$ cat src/rtl/core/srrs_pkg.sv
// Shared constants, payload types and helper functions of the relay restart sequencer.
// Used by every module of the block; depends on nothing else.
package srrs_pkg;

  localparam int PLUG_COUNT = 10;
  localparam int TIMER_BITS = 20;
  localparam int CFG_BITS   = 20;
  localparam int MASK_BITS  = 11;
  localparam int PLUG_BITS  = 4;
  localparam int SLOT_BITS  = $clog2(PLUG_COUNT + 1);
  localparam int CMP_BITS   = (TIMER_BITS > CFG_BITS) ? TIMER_BITS : CFG_BITS;
  localparam int ADDR_BITS  = 4;
  localparam int DATA_BITS  = 32;

  localparam logic [TIMER_BITS-1:0] TIMER_MAX = {TIMER_BITS{1'b1}};

  localparam logic [2:0] PH_IDLE = 3'd0;
  localparam logic [2:0] PH_WAIT = 3'd1;
  localparam logic [2:0] PH_ENER = 3'd2;
  localparam logic [2:0] PH_MON  = 3'd3;
  localparam logic [2:0] PH_DONE = 3'd4;

  localparam logic [1:0] OP_TICK  = 2'd0;
  localparam logic [1:0] OP_START = 2'd1;
  localparam logic [1:0] OP_ABORT = 2'd2;
  localparam logic [1:0] OP_BLOCK = 2'd3;

  localparam logic [1:0] REG_WAIT    = 2'd0;
  localparam logic [1:0] REG_STAGGER = 2'd1;
  localparam logic [1:0] REG_MONITOR = 2'd2;

  localparam logic [CFG_BITS-1:0] WAIT_RESET    = CFG_BITS'(30000);
  localparam logic [CFG_BITS-1:0] STAGGER_RESET = CFG_BITS'(5000);
  localparam logic [CFG_BITS-1:0] MONITOR_RESET = CFG_BITS'(10000);

  typedef struct packed {
    logic [1:0]           op;
    logic [MASK_BITS-1:0] blocked_in;
  } req_t;

  typedef struct packed {
    logic [2:0]           phase;
    logic                 active;
    logic                 complete;
    logic [3:0]           released_count;
    logic [MASK_BITS-1:0] energized_mask;
  } rsp_t;

  typedef struct packed {
    logic [CFG_BITS-1:0] wait_ticks;
    logic [CFG_BITS-1:0] stagger_ticks;
    logic [CFG_BITS-1:0] monitor_ticks;
  } cfg_t;

  // Commands from the controller to the datapath.
  typedef struct packed {
    logic pt_clr;
    logic pt_inc;
    logic st_clr;
    logic st_inc;
    logic slot_clr;
    logic slot_adv;
    logic blk_clr;
    logic blk_load;
    logic span_part;
    logic span_all;
  } cmd_t;

  // Status from the datapath to the controller.
  typedef struct packed {
    logic wait_hit;
    logic stagger_hit;
    logic monitor_hit;
    logic slots_done;
  } stat_t;

  // Plug released by a given order slot; slots past the fixed list run in plug order.
  function automatic logic [PLUG_BITS-1:0] release_plug(input logic [SLOT_BITS-1:0] slot);
    case (slot)
      SLOT_BITS'(0): release_plug = PLUG_BITS'(4);
      SLOT_BITS'(1): release_plug = PLUG_BITS'(5);
      SLOT_BITS'(2): release_plug = PLUG_BITS'(1);
      SLOT_BITS'(3): release_plug = PLUG_BITS'(6);
      SLOT_BITS'(4): release_plug = PLUG_BITS'(2);
      SLOT_BITS'(5): release_plug = PLUG_BITS'(3);
      default:       release_plug = PLUG_BITS'(slot + 1'b1);
    endcase
  endfunction

  // Plugs beyond the mask width can never be blocked.
  function automatic logic plug_blocked(input logic [PLUG_BITS-1:0] plug,
                                        input logic [MASK_BITS-1:0] blocked);
    plug_blocked = (plug < PLUG_BITS'(MASK_BITS)) ? blocked[plug] : 1'b0;
  endfunction

endpackage

$ cat src/rtl/core/srrs_cfg.sv
// Configuration register file of the relay restart sequencer behind an APB-style port.
// Depends on srrs_pkg for the register indexes, widths and reset values.
module srrs_cfg import srrs_pkg::*; (
  input  logic                 clk,
  input  logic                 rst,
  input  logic                 psel,
  input  logic                 penable,
  input  logic                 pwrite,
  input  logic [ADDR_BITS-1:0] paddr,
  input  logic [DATA_BITS-1:0] pwdata,
  output logic [DATA_BITS-1:0] prdata,
  output logic                 pready,
  output cfg_t                 cfg
);

  logic [1:0] reg_index;
  logic       wr_en;

  assign reg_index = paddr[3:2];
  assign pready    = 1'b1;
  assign wr_en     = psel && penable && pwrite && pready;

  always_ff @(posedge clk) begin
    if (rst) begin
      cfg.wait_ticks    <= WAIT_RESET;
      cfg.stagger_ticks <= STAGGER_RESET;
      cfg.monitor_ticks <= MONITOR_RESET;
    end else if (wr_en) begin
      case (reg_index)
        REG_WAIT:    cfg.wait_ticks    <= pwdata[CFG_BITS-1:0];
        REG_STAGGER: cfg.stagger_ticks <= pwdata[CFG_BITS-1:0];
        REG_MONITOR: cfg.monitor_ticks <= pwdata[CFG_BITS-1:0];
        default: ;
      endcase
    end
  end

  always_comb begin
    case (reg_index)
      REG_WAIT:    prdata = DATA_BITS'(cfg.wait_ticks);
      REG_STAGGER: prdata = DATA_BITS'(cfg.stagger_ticks);
      REG_MONITOR: prdata = DATA_BITS'(cfg.monitor_ticks);
      default:     prdata = '0;
    endcase
  end

endmodule

$ cat src/rtl/core/srrs_ctrl.sv
// Phase state machine of the relay restart sequencer; issues datapath commands.
// Depends on srrs_pkg for phase and operation codes and the command/status types.
module srrs_ctrl import srrs_pkg::*; (
  input  logic       clk,
  input  logic       rst,
  input  logic       go,
  input  logic [1:0] op,
  input  stat_t      stat,
  output cmd_t       cmd,
  output logic [2:0] phase,
  output logic       done_flag
);

  logic [2:0] phase_next;
  logic       done_flag_next;

  always_comb begin
    phase_next     = phase;
    done_flag_next = done_flag;
    cmd            = '0;
    cmd.span_part  = (phase == PH_ENER);
    cmd.span_all   = (phase == PH_MON) || (phase == PH_DONE);
    if (go) begin
      case (op)
        OP_TICK: begin
          case (phase)
            PH_WAIT: begin
              if (stat.wait_hit) begin
                phase_next   = PH_ENER;
                cmd.pt_clr   = 1'b1;
                cmd.st_clr   = 1'b1;
                cmd.slot_clr = 1'b1;
              end else begin
                cmd.pt_inc = 1'b1;
              end
            end
            PH_ENER: begin
              if (stat.slots_done) begin
                phase_next = PH_MON;
                cmd.pt_clr = 1'b1;
              end else if (stat.stagger_hit) begin
                cmd.slot_adv = 1'b1;
                cmd.st_clr   = 1'b1;
              end else begin
                cmd.st_inc = 1'b1;
              end
            end
            PH_MON: begin
              // The timer also advances on the tick that finishes monitoring.
              cmd.pt_inc = 1'b1;
              if (stat.monitor_hit) begin
                phase_next     = PH_DONE;
                done_flag_next = 1'b1;
              end
            end
            default: ;
          endcase
        end
        OP_START: begin
          phase_next     = PH_WAIT;
          done_flag_next = 1'b0;
          cmd.pt_clr     = 1'b1;
          cmd.st_clr     = 1'b1;
          cmd.slot_clr   = 1'b1;
          cmd.blk_clr    = 1'b1;
        end
        OP_ABORT: begin
          phase_next     = PH_IDLE;
          done_flag_next = 1'b0;
          cmd.slot_clr   = 1'b1;
        end
        default: begin
          cmd.blk_load = 1'b1;
        end
      endcase
    end
  end

  always_ff @(posedge clk) begin
    if (rst) begin
      phase     <= PH_IDLE;
      done_flag <= 1'b0;
    end else begin
      phase     <= phase_next;
      done_flag <= done_flag_next;
    end
  end

endmodule

$ cat src/rtl/core/srrs_dp.sv
// Datapath of the relay restart sequencer: timers, slot pointer, blocked mask, energized mask.
// Depends on srrs_pkg for widths, the release order and the command/status types.
module srrs_dp import srrs_pkg::*; (
  input  logic                 clk,
  input  logic                 rst,
  input  cmd_t                 cmd,
  input  cfg_t                 cfg,
  input  logic [MASK_BITS-1:0] blocked_in,
  output stat_t                stat,
  output logic [SLOT_BITS-1:0] next_slot,
  output logic [MASK_BITS-1:0] energized_mask
);

  logic [TIMER_BITS-1:0] phase_timer;
  logic [TIMER_BITS-1:0] phase_timer_next;
  logic [TIMER_BITS-1:0] slot_timer;
  logic [TIMER_BITS-1:0] slot_timer_next;
  logic [SLOT_BITS-1:0]  next_slot_next;
  logic [MASK_BITS-1:0]  blocked_plugs;
  logic [MASK_BITS-1:0]  blocked_plugs_next;
  logic [TIMER_BITS-1:0] pt_inc;
  logic [TIMER_BITS-1:0] st_inc;
  logic [SLOT_BITS-1:0]  skip_slot;
  logic [SLOT_BITS-1:0]  span;

  assign pt_inc = (phase_timer == TIMER_MAX) ? phase_timer : phase_timer + 1'b1;
  assign st_inc = (slot_timer == TIMER_MAX) ? slot_timer : slot_timer + 1'b1;

  assign stat.wait_hit    = CMP_BITS'(pt_inc) >= CMP_BITS'(cfg.wait_ticks);
  assign stat.monitor_hit = CMP_BITS'(pt_inc) >= CMP_BITS'(cfg.monitor_ticks);
  assign stat.stagger_hit = CMP_BITS'(st_inc) >= CMP_BITS'(cfg.stagger_ticks);
  assign stat.slots_done  = next_slot >= SLOT_BITS'(PLUG_COUNT);

  // The pointer moves past the current slot and then past every blocked slot after it.
  always_comb begin
    skip_slot = SLOT_BITS'(PLUG_COUNT);
    for (int i = PLUG_COUNT - 1; i >= 0; i--) begin
      if (SLOT_BITS'(i) > next_slot &&
          !plug_blocked(release_plug(SLOT_BITS'(i)), blocked_plugs)) begin
        skip_slot = SLOT_BITS'(i);
      end
    end
  end

  always_comb begin
    phase_timer_next   = phase_timer;
    slot_timer_next    = slot_timer;
    next_slot_next     = next_slot;
    blocked_plugs_next = blocked_plugs;
    if (cmd.pt_clr) begin
      phase_timer_next = '0;
    end else if (cmd.pt_inc) begin
      phase_timer_next = pt_inc;
    end
    if (cmd.st_clr) begin
      slot_timer_next = '0;
    end else if (cmd.st_inc) begin
      slot_timer_next = st_inc;
    end
    if (cmd.slot_clr) begin
      next_slot_next = '0;
    end else if (cmd.slot_adv) begin
      next_slot_next = skip_slot;
    end
    if (cmd.blk_clr) begin
      blocked_plugs_next = '0;
    end else if (cmd.blk_load) begin
      blocked_plugs_next = blocked_in;
    end
  end

  always_ff @(posedge clk) begin
    if (rst) begin
      phase_timer   <= '0;
      slot_timer    <= '0;
      next_slot     <= '0;
      blocked_plugs <= '0;
    end else begin
      phase_timer   <= phase_timer_next;
      slot_timer    <= slot_timer_next;
      next_slot     <= next_slot_next;
      blocked_plugs <= blocked_plugs_next;
    end
  end

  always_comb begin
    if (cmd.span_all) begin
      span = SLOT_BITS'(PLUG_COUNT);
    end else if (cmd.span_part) begin
      span = next_slot;
    end else begin
      span = '0;
    end
  end

  always_comb begin
    energized_mask = '0;
    for (int i = 0; i < PLUG_COUNT; i++) begin
      if (SLOT_BITS'(i) < span &&
          release_plug(SLOT_BITS'(i)) < PLUG_BITS'(MASK_BITS) &&
          !plug_blocked(release_plug(SLOT_BITS'(i)), blocked_plugs)) begin
        energized_mask[release_plug(SLOT_BITS'(i))] = 1'b1;
      end
    end
  end

endmodule

$ cat src/rtl/core/staggered_relay_restart_sequencer_top.sv
// Staggered relay restart sequencer: one request item in, one status item out per request.
// Each request is handled in the cycle it is accepted; the phase, timer and slot registers
// then hold the status until it is transferred, so a request is taken every cycle unless a
// status transfer is stalled. Status fields are formed from those registers, which need no
// clearing pass after reset. Depends on srrs_pkg, srrs_cfg, srrs_ctrl and srrs_dp.
module staggered_relay_restart_sequencer_top import srrs_pkg::*; (
  input  logic                 clk,
  input  logic                 rst,
  input  logic                 req_valid,
  output logic                 req_stall,
  input  req_t                 req,
  output logic                 rsp_valid,
  input  logic                 rsp_stall,
  output rsp_t                 rsp,
  input  logic                 psel,
  input  logic                 penable,
  input  logic                 pwrite,
  input  logic [ADDR_BITS-1:0] paddr,
  input  logic [DATA_BITS-1:0] pwdata,
  output logic [DATA_BITS-1:0] prdata,
  output logic                 pready
);

  cfg_t                 cfg;
  cmd_t                 cmd;
  stat_t                stat;
  logic                 go;
  logic [2:0]           phase;
  logic                 done_flag;
  logic [SLOT_BITS-1:0] next_slot;
  logic [MASK_BITS-1:0] energized_mask;

  // A new request would overwrite the state that a stalled status still shows.
  assign req_stall = rsp_valid && rsp_stall;
  assign go        = req_valid && !req_stall;

  always_ff @(posedge clk) begin
    if (rst) begin
      rsp_valid <= 1'b0;
    end else if (go) begin
      rsp_valid <= 1'b1;
    end else if (!rsp_stall) begin
      rsp_valid <= 1'b0;
    end
  end

  srrs_cfg u_cfg (
    .clk     (clk),
    .rst     (rst),
    .psel    (psel),
    .penable (penable),
    .pwrite  (pwrite),
    .paddr   (paddr),
    .pwdata  (pwdata),
    .prdata  (prdata),
    .pready  (pready),
    .cfg     (cfg)
  );

  srrs_ctrl u_ctrl (
    .clk       (clk),
    .rst       (rst),
    .go        (go),
    .op        (req.op),
    .stat      (stat),
    .cmd       (cmd),
    .phase     (phase),
    .done_flag (done_flag)
  );

  srrs_dp u_dp (
    .clk            (clk),
    .rst            (rst),
    .cmd            (cmd),
    .cfg            (cfg),
    .blocked_in     (req.blocked_in),
    .stat           (stat),
    .next_slot      (next_slot),
    .energized_mask (energized_mask)
  );

  assign rsp.phase          = phase;
  assign rsp.active         = (phase == PH_WAIT) || (phase == PH_ENER) || (phase == PH_MON);
  assign rsp.complete       = done_flag;
  assign rsp.released_count = 4'(next_slot);
  assign rsp.energized_mask = energized_mask;

endmodule

$ cat config.mk
export PLATFORM = sky130hd
export DESIGN_NAME = staggered_relay_restart_sequencer_top
export DESIGN_NICKNAME = d
export VERILOG_FILES = /design/src/rtl/core/srrs_pkg.sv /design/src/rtl/core/srrs_cfg.sv /design/src/rtl/core/srrs_ctrl.sv /design/src/rtl/core/srrs_dp.sv /design/src/rtl/core/staggered_relay_restart_sequencer_top.sv
export SDC_FILE = /design/constraint.sdc
export NUM_CORES = 1
export LEC_CHECK = 0
export BUFFER_PORTS_ARGS = -buffer_cell sky130_fd_sc_hd__buf_4
export CAP_MARGIN = 20
export CORE_MARGIN = 2
export CORE_UTILIZATION = 55
export DETAILED_ROUTE_END_ITERATION = 8
export PLACE_DENSITY_LB_ADDON = 0.1
export SLEW_MARGIN = 20
export SYNTH_ARGS = -nofsm -noshare
export SYNTH_HDL_FRONTEND = slang
export SYNTH_SLANG_ARGS = --single-unit
export TNS_END_PERCENT = 5
$ cat constraint.sdc
create_clock -name clk -period 5.2 [get_ports clk]
set_input_delay 0.52 -clock clk [delete_from_list [all_inputs] [get_ports clk]]
set_output_delay 0.52 -clock clk [all_outputs]
set_load 0.01 [all_outputs]
==> summary.txt <==
Placer Congestion = 0.9050
FILL cells = 1,278
clock skew = 0.008012 ns
most frequent cells after synthesis = nand2_1, dfxtp_1, a21oi_1
Mapped Cells = 1,048
M2 GR Usage = 0.4694
Synth Warn # = 0
unrepaired setup endpoints after global routing = false
1st-pass router iterations = 5
vias = 7,451
CP startpoint kind = flip-flop
Max Clock Freq = 214.4 MHz
Synth top area share = 0.3024
drt drc = 0
Worst Setup End Kind = flip-flop
number of gates resized after cts = 0
ant diodes = 0
number of flops mapped to enable cells by yosys = 0
leading area contributor after synthesis = dfxtp_1
DIE WIDTH = 123.7 µm
critical path data required time = 5.50 ns
H-tree depth = 4
GRT Residual Overflow = 0
die area = 0.01530 mm²
gr busiest metal = met2
worst skew pair latency = 0.42 ns
main area contributors after synthesis = dfxtp_1, ha_1, nand2_1
DR vias/cell = 5.767
core area = 0.01393 mm²
Final setup viols = 0
initial antenna violation count = 0
dpl hpwl = 15,130 µm
Initial Util = 0.5653
post-layout util = 0.6576
met1 Use GR = 0.3729
CTS Sinks = 119
CTS root buffer = clkbuf_16
critical path type = flip-flop to flip-flop
pre-CTS setup slack = 0.6171 ns
1st-iter DRT viols = 452
routed len/inst = 16.60 µm
P&R area growth vs syn = 16.33%
Placed Instance Area = 0.008512 mm²
layout net count = 1,221
most frequent cell after synthesis = nand2_1
Max Root-Sink Buffers = 2
CTS Buf Count = 17
Final WS setup = 0.5352 ns
final period utilization = 0.8971
status = finished clean
CTS tree = done
Antenna Nets Post-Route = 0
Boundary Pins = 111
Critical Path Fanout Max = 11
min-delay worst type = input port to flip-flop
Cell variety after synth = 67
GRT Resource Usage Total = 0.2854
Syn Area/Cell = 7.517 µm²
Max VDD drop = 284.9 µV
setup_tns = 0 ns
first-pass GRT wire length = 33,500 µm
vias in the first global route = 6,645
Arr. time, crit path = 4.96 ns
max cap viols = 0
Reg clk slew, reported paths = 0.05 ns
largest net degree at the start of global routing = 49
PwrDens = 264.3 mW/mm²
setup bufs post-CTS = 0
Design Area, Final = 0.009164 mm²
hold_ws = 0.3277 ns
#FFs+latches synth = 119
async set-reset flop share out of synthesis = 0
cts hold-fix bufs = 0
post-synthesis sequential area ratio = 0.3024
P_leak = 3.703 nW
final WL = 21,440 µm
Slew Viols, Final = 0
main flop type after synthesis = dfxtp_1
Core Rows = 43
Die Ht = 123.7 µm
met3 GRT Util = 0.06319
min Tclk post-route = 4.665 ns
share of cells above drive strength 1 = 0.1313
Post-Syn Area = 0.007878 mm²
slew margin rel. = 0.2580
final hold vios = 0
PortBufs = 81
worst-margin pin slew = 1.113 ns
==> critical path, stage by stage (launching register included) <==
cell and delay, ns:
dfxtp_1 0.42, ha_1 0.33, inv_1 0.11, nor3_1 0.38, nand2_1 0.31, nand2_1 0.23
or3_1 0.18, xnor2_1 0.12, ha_1 0.31, nand4_1 0.14, a2111oi_0 0.32, a32oi_1 0.20
and3_1 0.30, o221ai_1 0.81, buf_4 0.32, a21oi_1 0.05
==> layout by cell type (no fill, tap or decap), types with 17 or more instances in the layout <==
cell,n
nand2_1,193
xnor2_1,36
a21oi_1,106
o211ai_1,18
buf_4,90
o21ai_0,52
nand4_1,24
nand3_1,33
dfxtp_1,119
mux2i_1,26
clkbuf_16,17
nor2_1,64
ha_1,66
inv_1,72
==> layout make-up <==
| type | instances | area, µm² | share of cell area |
|---|---|---|---|
| multi-input combinational | 799 | 4959 | 0.5411 |
| sequential | 119 | 2382 | 0.2600 |
| tap | 180 | 225.2 | 0.02458 |
| clock inverter | 8 | 140.1 | 0.01529 |
| clock buffer | 24 | 511.7 | 0.05584 |
| timing repair buffer | 90 | 675.6 | 0.07373 |
| inverter | 72 | 270.3 | 0.02949 |
==> routing by layer <==
metal  up-vias  share of wire  wire length [µm]
li1       3723              -                 -
met2       211           0.47             10130
met3        25          0.059              1265
met5         -              0                 0
met1      3492           0.45              9734
met4         0          0.015               318
==> sequential cells by signal, summed over array words and instances, names as in the netlist <==
| signal | flops |
|---|---|
| u_dp.slot_timer | 20 |
| u_dp.next_slot | 4 |
| u_dp.blocked_plugs | 10 |
| u_ctrl.done_flag | 1 |
| u_ctrl.phase | 3 |
| u_dp.phase_timer | 20 |
| rsp_valid | 1 |
| u_cfg.cfg | 60 |
==> per-stage QoR <==
step	total power (W)	instances
after detailed placement	0.001141	1260
final	0.002422	1292
after floorplan	0.001067	1060
after CTS	0.002432	1292
after global placement	0.001140	1260
after global routing	0.002491	1292
==> power breakdown <==
group / leakage [nW] / internal [W] / switching [W]
Clock: 0.326 / 0.000875 / 0.000423
Sequential: 0.962 / 0.000925 / 0.0000132
Combinational: 2.41 / 0.0000730 / 0.000112
Total: 3.70 / 0.00187 / 0.000549
==> cell families after synthesis <==
group / count (synthesis) / share of synthesized area
AND/OR/NAND/NOR: 407 / 0.2454
AO/OA/AOI/OAI: 234 / 0.1774
multiplexers: 33 / 0.04304
buffers and inverters: 142 / 0.07592
XOR/XNOR: 45 / 0.05003
flip-flops: 119 / 0.3024
other: 2 / 0.0009533
adder cells (fa/ha/maj): 66 / 0.1048
==> final timing paths <==
path,start,end,slack (ns),depth (start not counted)
setup / recovery,u_dp.phase_timer[0],u_dp.slot_timer[11],0.54,15
setup reg to reg,u_dp.phase_timer[0],u_dp.slot_timer[11],0.54,15
hold reg to reg,u_dp.blocked_plugs[4],u_dp.blocked_plugs[4],0.46,2
hold / removal,req_valid,rsp_valid,0.33,2
Note: power is estimated with default switching activity, not from simulation.
